[config.mk]
export PLATFORM = sky130hd
export DESIGN_NAME = moving_average_filter_unit
export DESIGN_NICKNAME = d
export VERILOG_FILES = /design/src/rtl/mavg_pkg.sv /design/src/rtl/mavg_ram.sv /design/src/rtl/moving_average_filter_unit.sv
export SDC_FILE = /design/constraint.sdc
export NUM_CORES = 2
export LEC_CHECK = 0
export BUFFER_PORTS_ARGS = -buffer_cell sky130_fd_sc_hd__buf_4
export CAP_MARGIN = 15
export CORE_ASPECT_RATIO = 0.7
export CORE_MARGIN = 2
export CORE_UTILIZATION = 25
export CTS_CLUSTER_SIZE = 20
export DETAILED_ROUTE_END_ITERATION = 6
export HOLD_SLACK_MARGIN = 0.1
export PLACE_DENSITY = 0.4
export SLEW_MARGIN = 10
export SYNTH_ARGS = -nofsm -noshare
export SYNTH_HDL_FRONTEND = slang
export SYNTH_SLANG_ARGS = --single-unit
[constraint.sdc]
create_clock -name clk -period 9.25 [get_ports clk]
set_input_delay 0.4625 -clock clk [delete_from_list [all_inputs] [get_ports clk]]
set_output_delay 0.4625 -clock clk [all_outputs]
set_load 0.02 [all_outputs]
[src/rtl/mavg_pkg.sv]
// Shared constants for the moving average filter.
// No dependencies; imported by the top level.
package mavg_pkg;

  // Width of the window length register.
  localparam int WIN_BITS = 8;

endpackage

[src/rtl/mavg_ram.sv]
// Generic single-port-write, single-port-read RAM with a registered read.
// No dependencies.
module mavg_ram #(
  parameter int WIDTH = 24,
  parameter int DEPTH = 64
) (
  input  logic                     clk,
  input  logic                     wr_en,
  input  logic [$clog2(DEPTH)-1:0] wr_addr,
  input  logic [WIDTH-1:0]         wr_data,
  input  logic                     rd_en,
  input  logic [$clog2(DEPTH)-1:0] rd_addr,
  output logic [WIDTH-1:0]         rd_data
);

  logic [WIDTH-1:0] mem [DEPTH];

  always_ff @(posedge clk) begin
    if (wr_en) begin
      mem[wr_addr] <= wr_data;
    end
    if (rd_en) begin
      rd_data <= mem[rd_addr];
    end
  end

endmodule

[src/rtl/moving_average_filter_unit.sv]
// Moving average filter with warm-up: top level.
// Depends on mavg_pkg and mavg_ram (history store).
//
// Each accepted sample word is written into a circular history RAM. The unit
// then reads back the newest samples_used entries, one per cycle through the
// RAM's single read port, and divides the sum with a restoring divider that
// retires one quotient bit per cycle. A new sample word is taken only once
// the result of the last one has been written into the output register.
// A finished result waits in the output register while the next sample is
// taken; only when that register still holds an unaccepted word does the
// next result wait, for as long as the stall lasts. The history needs no
// clearing after reset since only written entries are ever summed.
module moving_average_filter_unit
  import mavg_pkg::*;
#(
  parameter int HISTORY_DEPTH = 64,
  parameter int SAMPLE_BITS   = 24
) (
  input  logic clk,
  input  logic rst_n,
  // Configuration: window length.
  input  logic                cfg_valid,
  output logic                cfg_ready,
  input  logic [WIN_BITS-1:0] cfg_data,
  // Input stream. tdata: sample.
  input  logic                                  in_tvalid,
  output logic                                  in_tready,
  input  logic [((SAMPLE_BITS+7)/8)*8-1:0]      in_tdata,
  // Output stream. tdata: average, then samples_used.
  output logic                                  out_tvalid,
  input  logic                                  out_tready,
  output logic [((SAMPLE_BITS+$clog2(HISTORY_DEPTH+1)+7)/8)*8-1:0] out_tdata
);

  localparam int ADDR_W = $clog2(HISTORY_DEPTH);
  localparam int CNT_W  = $clog2(HISTORY_DEPTH + 1);
  localparam int SUM_W  = SAMPLE_BITS + $clog2(HISTORY_DEPTH) + 1;
  localparam int DCNT_W = $clog2(SUM_W + 1);
  localparam int CMP_W  = ((CNT_W > WIN_BITS) ? CNT_W : WIN_BITS) + 1;
  localparam int OUT_W  = ((SAMPLE_BITS + CNT_W + 7) / 8) * 8;

  typedef enum logic [1:0] {
    ST_IDLE,
    ST_SUM,
    ST_DIV,
    ST_DONE
  } state_t;

  state_t                   state_r;
  logic [WIN_BITS-1:0]      window_r;
  logic [CNT_W-1:0]         fill_r;
  logic [ADDR_W-1:0]        wp_r;
  logic [ADDR_W-1:0]        rd_addr_r;
  logic [CNT_W-1:0]         issue_cnt_r;
  logic                     rd_pend_r;
  logic signed [SUM_W-1:0]  acc_r;
  logic [SUM_W-1:0]         q_r;
  logic [CNT_W-1:0]         rem_r;
  logic [DCNT_W-1:0]        dcnt_r;
  logic                     neg_r;
  logic                     out_valid_r;
  logic [SAMPLE_BITS-1:0]   avg_r;
  logic [CNT_W-1:0]         used_r;

  logic                     in_acc;
  logic                     rd_en;
  logic [SAMPLE_BITS-1:0]   rd_data;
  logic [CMP_W-1:0]         win_eff;
  logic [CMP_W-1:0]         fill_inc;
  logic [CNT_W-1:0]         fill_nxt;
  logic [SUM_W-1:0]         acc_mag;
  logic [CNT_W:0]           trial;
  logic                     trial_ge;
  logic [SAMPLE_BITS-1:0]   quot;

  assign cfg_ready  = 1'b1;
  assign in_tready  = (state_r == ST_IDLE);
  assign in_acc     = in_tvalid && in_tready;
  assign out_tvalid = out_valid_r;
  assign out_tdata  = OUT_W'({used_r, avg_r});
  assign rd_en      = (state_r == ST_SUM) && (issue_cnt_r != '0);

  mavg_ram #(
    .WIDTH (SAMPLE_BITS),
    .DEPTH (HISTORY_DEPTH)
  ) u_hist (
    .clk     (clk),
    .wr_en   (in_acc),
    .wr_addr (wp_r),
    .wr_data (in_tdata[SAMPLE_BITS-1:0]),
    .rd_en   (rd_en),
    .rd_addr (rd_addr_r),
    .rd_data (rd_data)
  );

  // Effective window and the new fill count, which also drops at once when
  // the window was shrunk below it.
  always_comb begin
    if (window_r == '0) begin
      win_eff = CMP_W'(1);
    end else if (CMP_W'(window_r) > CMP_W'(HISTORY_DEPTH)) begin
      win_eff = CMP_W'(HISTORY_DEPTH);
    end else begin
      win_eff = CMP_W'(window_r);
    end
    fill_inc = CMP_W'(fill_r) + CMP_W'(1);
    if (fill_inc > win_eff) begin
      fill_nxt = CNT_W'(win_eff);
    end else begin
      fill_nxt = CNT_W'(fill_inc);
    end
  end

  // Divider datapath: magnitude of the sum, one restoring step per cycle.
  always_comb begin
    acc_mag  = acc_r[SUM_W-1] ? SUM_W'(-acc_r) : SUM_W'(acc_r);
    trial    = {rem_r, q_r[SUM_W-1]};
    trial_ge = (trial >= (CNT_W+1)'(fill_r));
    quot     = neg_r ? SAMPLE_BITS'(-q_r) : SAMPLE_BITS'(q_r);
  end

  always_ff @(posedge clk) begin
    if (!rst_n) begin
      state_r     <= ST_IDLE;
      window_r    <= WIN_BITS'(1);
      fill_r      <= '0;
      wp_r        <= '0;
      issue_cnt_r <= '0;
      rd_pend_r   <= 1'b0;
      out_valid_r <= 1'b0;
    end else begin
      if (cfg_valid) begin
        window_r <= cfg_data;
      end
      // In ST_DONE the output valid is handled by the state itself.
      if (out_valid_r && out_tready && (state_r != ST_DONE)) begin
        out_valid_r <= 1'b0;
      end

      case (state_r)
        ST_IDLE: begin
          if (in_acc) begin
            fill_r      <= fill_nxt;
            issue_cnt_r <= fill_nxt;
            rd_addr_r   <= wp_r;
            wp_r        <= (wp_r == ADDR_W'(HISTORY_DEPTH - 1)) ? '0 : wp_r + 1'b1;
            acc_r       <= '0;
            rd_pend_r   <= 1'b0;
            state_r     <= ST_SUM;
          end
        end
        ST_SUM: begin
          // Walk back from the newest entry; read data returns in the next cycle.
          rd_pend_r <= rd_en;
          if (rd_en) begin
            issue_cnt_r <= issue_cnt_r - 1'b1;
            rd_addr_r   <= (rd_addr_r == '0) ? ADDR_W'(HISTORY_DEPTH - 1)
                                             : rd_addr_r - 1'b1;
          end
          if (rd_pend_r) begin
            acc_r <= acc_r + {{(SUM_W-SAMPLE_BITS){rd_data[SAMPLE_BITS-1]}}, rd_data};
          end
          if (!rd_en && !rd_pend_r) begin
            neg_r   <= acc_r[SUM_W-1];
            q_r     <= acc_mag;
            rem_r   <= '0;
            dcnt_r  <= DCNT_W'(SUM_W);
            state_r <= ST_DIV;
          end
        end
        ST_DIV: begin
          if (dcnt_r == '0) begin
            state_r <= ST_DONE;
          end else begin
            rem_r  <= trial_ge ? CNT_W'(trial - (CNT_W+1)'(fill_r)) : CNT_W'(trial);
            q_r    <= {q_r[SUM_W-2:0], trial_ge};
            dcnt_r <= dcnt_r - 1'b1;
          end
        end
        ST_DONE: begin
          if (!out_valid_r || out_tready) begin
            out_valid_r <= 1'b1;
            avg_r       <= quot;
            used_r      <= fill_r;
            state_r     <= ST_IDLE;
          end
        end
        default: begin
          state_r <= ST_IDLE;
        end
      endcase
    end
  end

  // The fill count never exceeds the history depth.
  a_fill_bound: assert property (@(posedge clk) disable iff (!rst_n)
    fill_r <= CNT_W'(HISTORY_DEPTH))
    else $error("fill count exceeds history depth");

  // After a sample word is taken, the read walk covers the new fill count.
  a_walk_len: assert property (@(posedge clk) disable iff (!rst_n)
    in_tvalid && in_tready |=> (fill_r != '0) && (issue_cnt_r == fill_r))
    else $error("read walk length does not match fill count");

  // The partial remainder stays below the divisor during division.
  a_rem_bound: assert property (@(posedge clk) disable iff (!rst_n)
    (state_r == ST_DIV) |-> (rem_r < fill_r))
    else $error("divider remainder out of range");

  // A pending RAM read only exists during the sum walk.
  a_pend_sum: assert property (@(posedge clk) disable iff (!rst_n)
    rd_pend_r |-> (state_r == ST_SUM))
    else $error("history read pending outside the sum walk");

endmodule
==> impl_metrics.ini <==
[status]
outcome = completed

[critical_path]
cp_num_buf_inv = 2
cp_slowest_cell = nor3_1
end_kind = flop
cp.required_ns = 9.78
r2r_slack_ns = 4.65
worstPathArrival_ns = 5.13
critPathLaunchType = flop
crit_type = flop to flop
max_stage_delay_ns = 0.99
cp_top_family = buffers and inverters
path_max_fanout = 63
path_cells = buf_12, buf_4, mux4_2, nor2b_1, a211oi_1, a311oi_1, nor3_1, nor2_1

[synth]
syn-instance-count = 3324
synth-main-ff-cell = edfxtp_1
synth-simple-area-share_pct = 3.065
synth_top_cell_by_area = edfxtp_1
synth_top_family_by_area = multiplexers
ys_seq_elements = 1704
synth_edf_count = 1672
synth_top_area_share_pct = 73.40
synth_compound_area_share_pct = 2.590
synth_cell_type_count = 65
yosys-top-cells-area = edfxtp_1 (73%), mux4_2 (15%), ha_1 (1.1%), dfxtp_1 (0.94%), mux2i_1 (0.86%)
syn-cell-area_um2 = 68410
synthAdderAreaFrac_pct = 1.119
synthArstFlopShare_pct = 0
synth.area.mux_share_pct = 16.39
syn_avg_cell_area_um2 = 20.58
yosysWarnings = 0
synth_seq_area_share_pct = 74.33
synth_xor_area_share_pct = 1.075

[grt]
grt_pass1_vias = 33881
grt-ovfl-total = 0
track_usage_pct = 14.73
antenna_found_initial = 34
grt_start_max_net_pins = 111
grt_pass1_wl_mm = 286.3

[power]
p_total_w = 0.02079
p_clk_share_pct = 32.5
power_frac_seq_pct = 44.1
intPower_w = 0.01448
peakVddDrop_v = 0.0001658
power_switching_w = 0.006309
powerDensity_nw_per_um2 = 261.7
p_comb_share_pct = 23.4
swShare_pct = 30.35
total_leakage_power_nw = 24.19

[clock_network]
postCtsSetupRepairBufs = 0
cts_tree = done
clock_latency_ns = 0.86
htreeDepth = 4
cts-buffers-inserted = 176
clock_sinks = 1704
clock-root-buffer = clkbuf_16
clk_pin_slew_worst_paths_ns = 0.07
clockBufferDepth = 4
cts_resized = 0

[layout]
areaGrowthSynthToFinish_pct = 16.13
final-seq-area_um2 = 50850
drive_gt1_share_pct = 25.85
finalNetCount = 3611
multiInputGateArea_um2 = 17100
nFillCells = 26606

[drt]
drt_iter0_drc = 4237
vias = 34296
viasPerCell = 4.700
drc = 0
first_pass_iters = 5
wl_mm = 208.6
detail-route-antenna-nets = 0
avgRoutedWirePerCell_um = 28.59

[run]
cap_viol_max_count = 0

[floorplan]
row_count = 160
dieHeight_um = 441.7
fp.coreArea_um2 = 271900
die_w_um = 629.2
top_level_ports = 72
initial_utilization_pct = 25.16
dieArea_um2 = 277900

[place]
dpl.hpwl_mm = 119.1
numPortBuffers = 69
place.gp.congestion = 0.7303

[timing]
worstMarginPinSlew_ns = 1.238
hold_viol = 0
setup_viol_count_final = 0
fin_tns_setup_ns = 0
min_period_over_period_pct = 49.74
period_needed_ns = 4.601
slew_violations = 0
rsz0062_at_grt = false
slew_headroom_pct = 15.10
max_freq_ghz = 0.2174
skew_ns = 0.07904

[worst_hold_path]
hp-class = input pin to flop
-- stage by stage --
stage | cell area, um^2 | hold WS (ns) | std cells | worst slack (ns) | util [%]
after floorplan | 68410 | 0.4425 | 3325 | 4.369 | -
after global placement | 73900 | 0.4769 | 6957 | 4.091 | 27.18
after detailed placement | 73950 | 0.4901 | 6959 | 4.619 | 27.20
after CTS | 79340 | 0.1496 | 7282 | 4.628 | 29.18
after global routing | 79420 | 0.1912 | 7286 | 4.534 | 29.21
final | 79440 | 0.2067 | 7297 | 4.649 | 29.22
-- cell usage after synthesis, types with 20 or more instances --
master,number
nor2b_1,23
a211oi_1,20
xor2_1,36
inv_1,37
nor3_1,30
xnor2_1,48
buf_2,41
mux2i_1,59
mux4_2,470
dfxtp_1,32
o21ai_0,87
edfxtp_1,1672
buf_4,23
ha_1,58
clkbuf_1,83
nand2b_1,22
nand2_1,129
nand3_1,26
a21oi_1,69
nor2_1,154
-- layout make-up --
class	count	share of cell area, %
well taps	3645	5.741
clock inverters	85	0.7229
diodes	12	0.03780
flip-flops and latches	1704	64.01
clock buffers	219	5.826
repair buffers	178	1.966
multi-input cells	1417	21.53
inverters	37	0.1748
-- layout by cell type, fill, tap and decap left out, types with 22 or more instances in the layout --
cell / count
nor2b_1: 23
mux4_2: 470
nor2_4: 64
nand3_1: 26
nor3_1: 30
clkinv_1: 37
clkbuf_16: 178
dfxtp_1: 32
xor2_1: 36
clkinv_2: 31
clkbuf_1: 39
inv_1: 37
nor2_1: 89
o21ai_0: 87
edfxtp_1: 1672
xnor2_1: 48
nand2b_1: 22
mux2i_1: 59
nand2_1: 129
buf_4: 146
ha_1: 57
a21oi_1: 69
-- state kept, by name, indices dropped and copies added (netlist names) --
signal and cells:
out_tvalid 1, dcnt_r 5, window_r 8, u_hist.rd_data 24
q_r 31, neg_r 1, avg_r 24, acc_r 31
wp_r 6, fill_r 7, used_r 7, issue_cnt_r 7
rem_r 7, rd_pend_r 1, u_hist.mem 1536, rd_addr_r 6
state_r 2
-- timing repair --
item,in CTS,in global routing
hold endpoints to repair,20,0
hold buffers,19,0
endpoints found under the setup margin,0,0
-- worst register-to-register path: cells and delay by family (launching register included) --
kind,cells,cell delay [ns]
buffers and inverters,2,1.35
DFF,1,0.77
AOI/OAI and AO/OA,2,0.47
muxes,1,0.48
and+or+nand+nor,3,1.25
-- logic make-up (layout without fill, tap and decap cells) --
logic type	Yosys count	in the layout
simple gates	453	453
flops	1704	1704
buf+inv	204	519
other cells	2	15
xor+xnor	84	84
mux	532	532
fa+ha+maj	60	60
compound gates	285	285
-- path summary, 6_finish.rpt --
path / from / endpoint / depth (start not counted)
max: rd_addr_r[1] / u_hist.rd_data[11] / 8
min: in_tvalid / wp_r[1] / 5
max reg2reg: rd_addr_r[1] / u_hist.rd_data[11] / 8
min reg2reg: rd_pend_r / rd_pend_r / 2
-- per-layer routing --
layer  GRT usage (%)  part of all wire [%]  routed length [um]  vias to the layer above
met3           3.816                   8.1               16910                      281
met4           3.128                   2.1                4334                       24
met2           19.96                    40               83790                     1143
met5               0                 0.072                 150                        -
li1                -                     -                   -                    14183
met1           23.21                    50              103400                    18665
-- power groups by stage --
| stage | combinational [W] | sequential [W] | clock [W] |
|---|---|---|---|
| finish | 0.00486 | 0.00918 | 0.00675 |
| global route | 0.00525 | 0.00920 | 0.00725 |
| CTS | 0.00491 | 0.00919 | 0.00695 |
| detailed placement | 0.00489 | 0.00935 | 0 |
| global placement | 0.00489 | 0.00935 | 0 |
| floorplan | 0.00317 | 0.00914 | 0 |
Note: power is estimated with default switching activity, not from simulation.
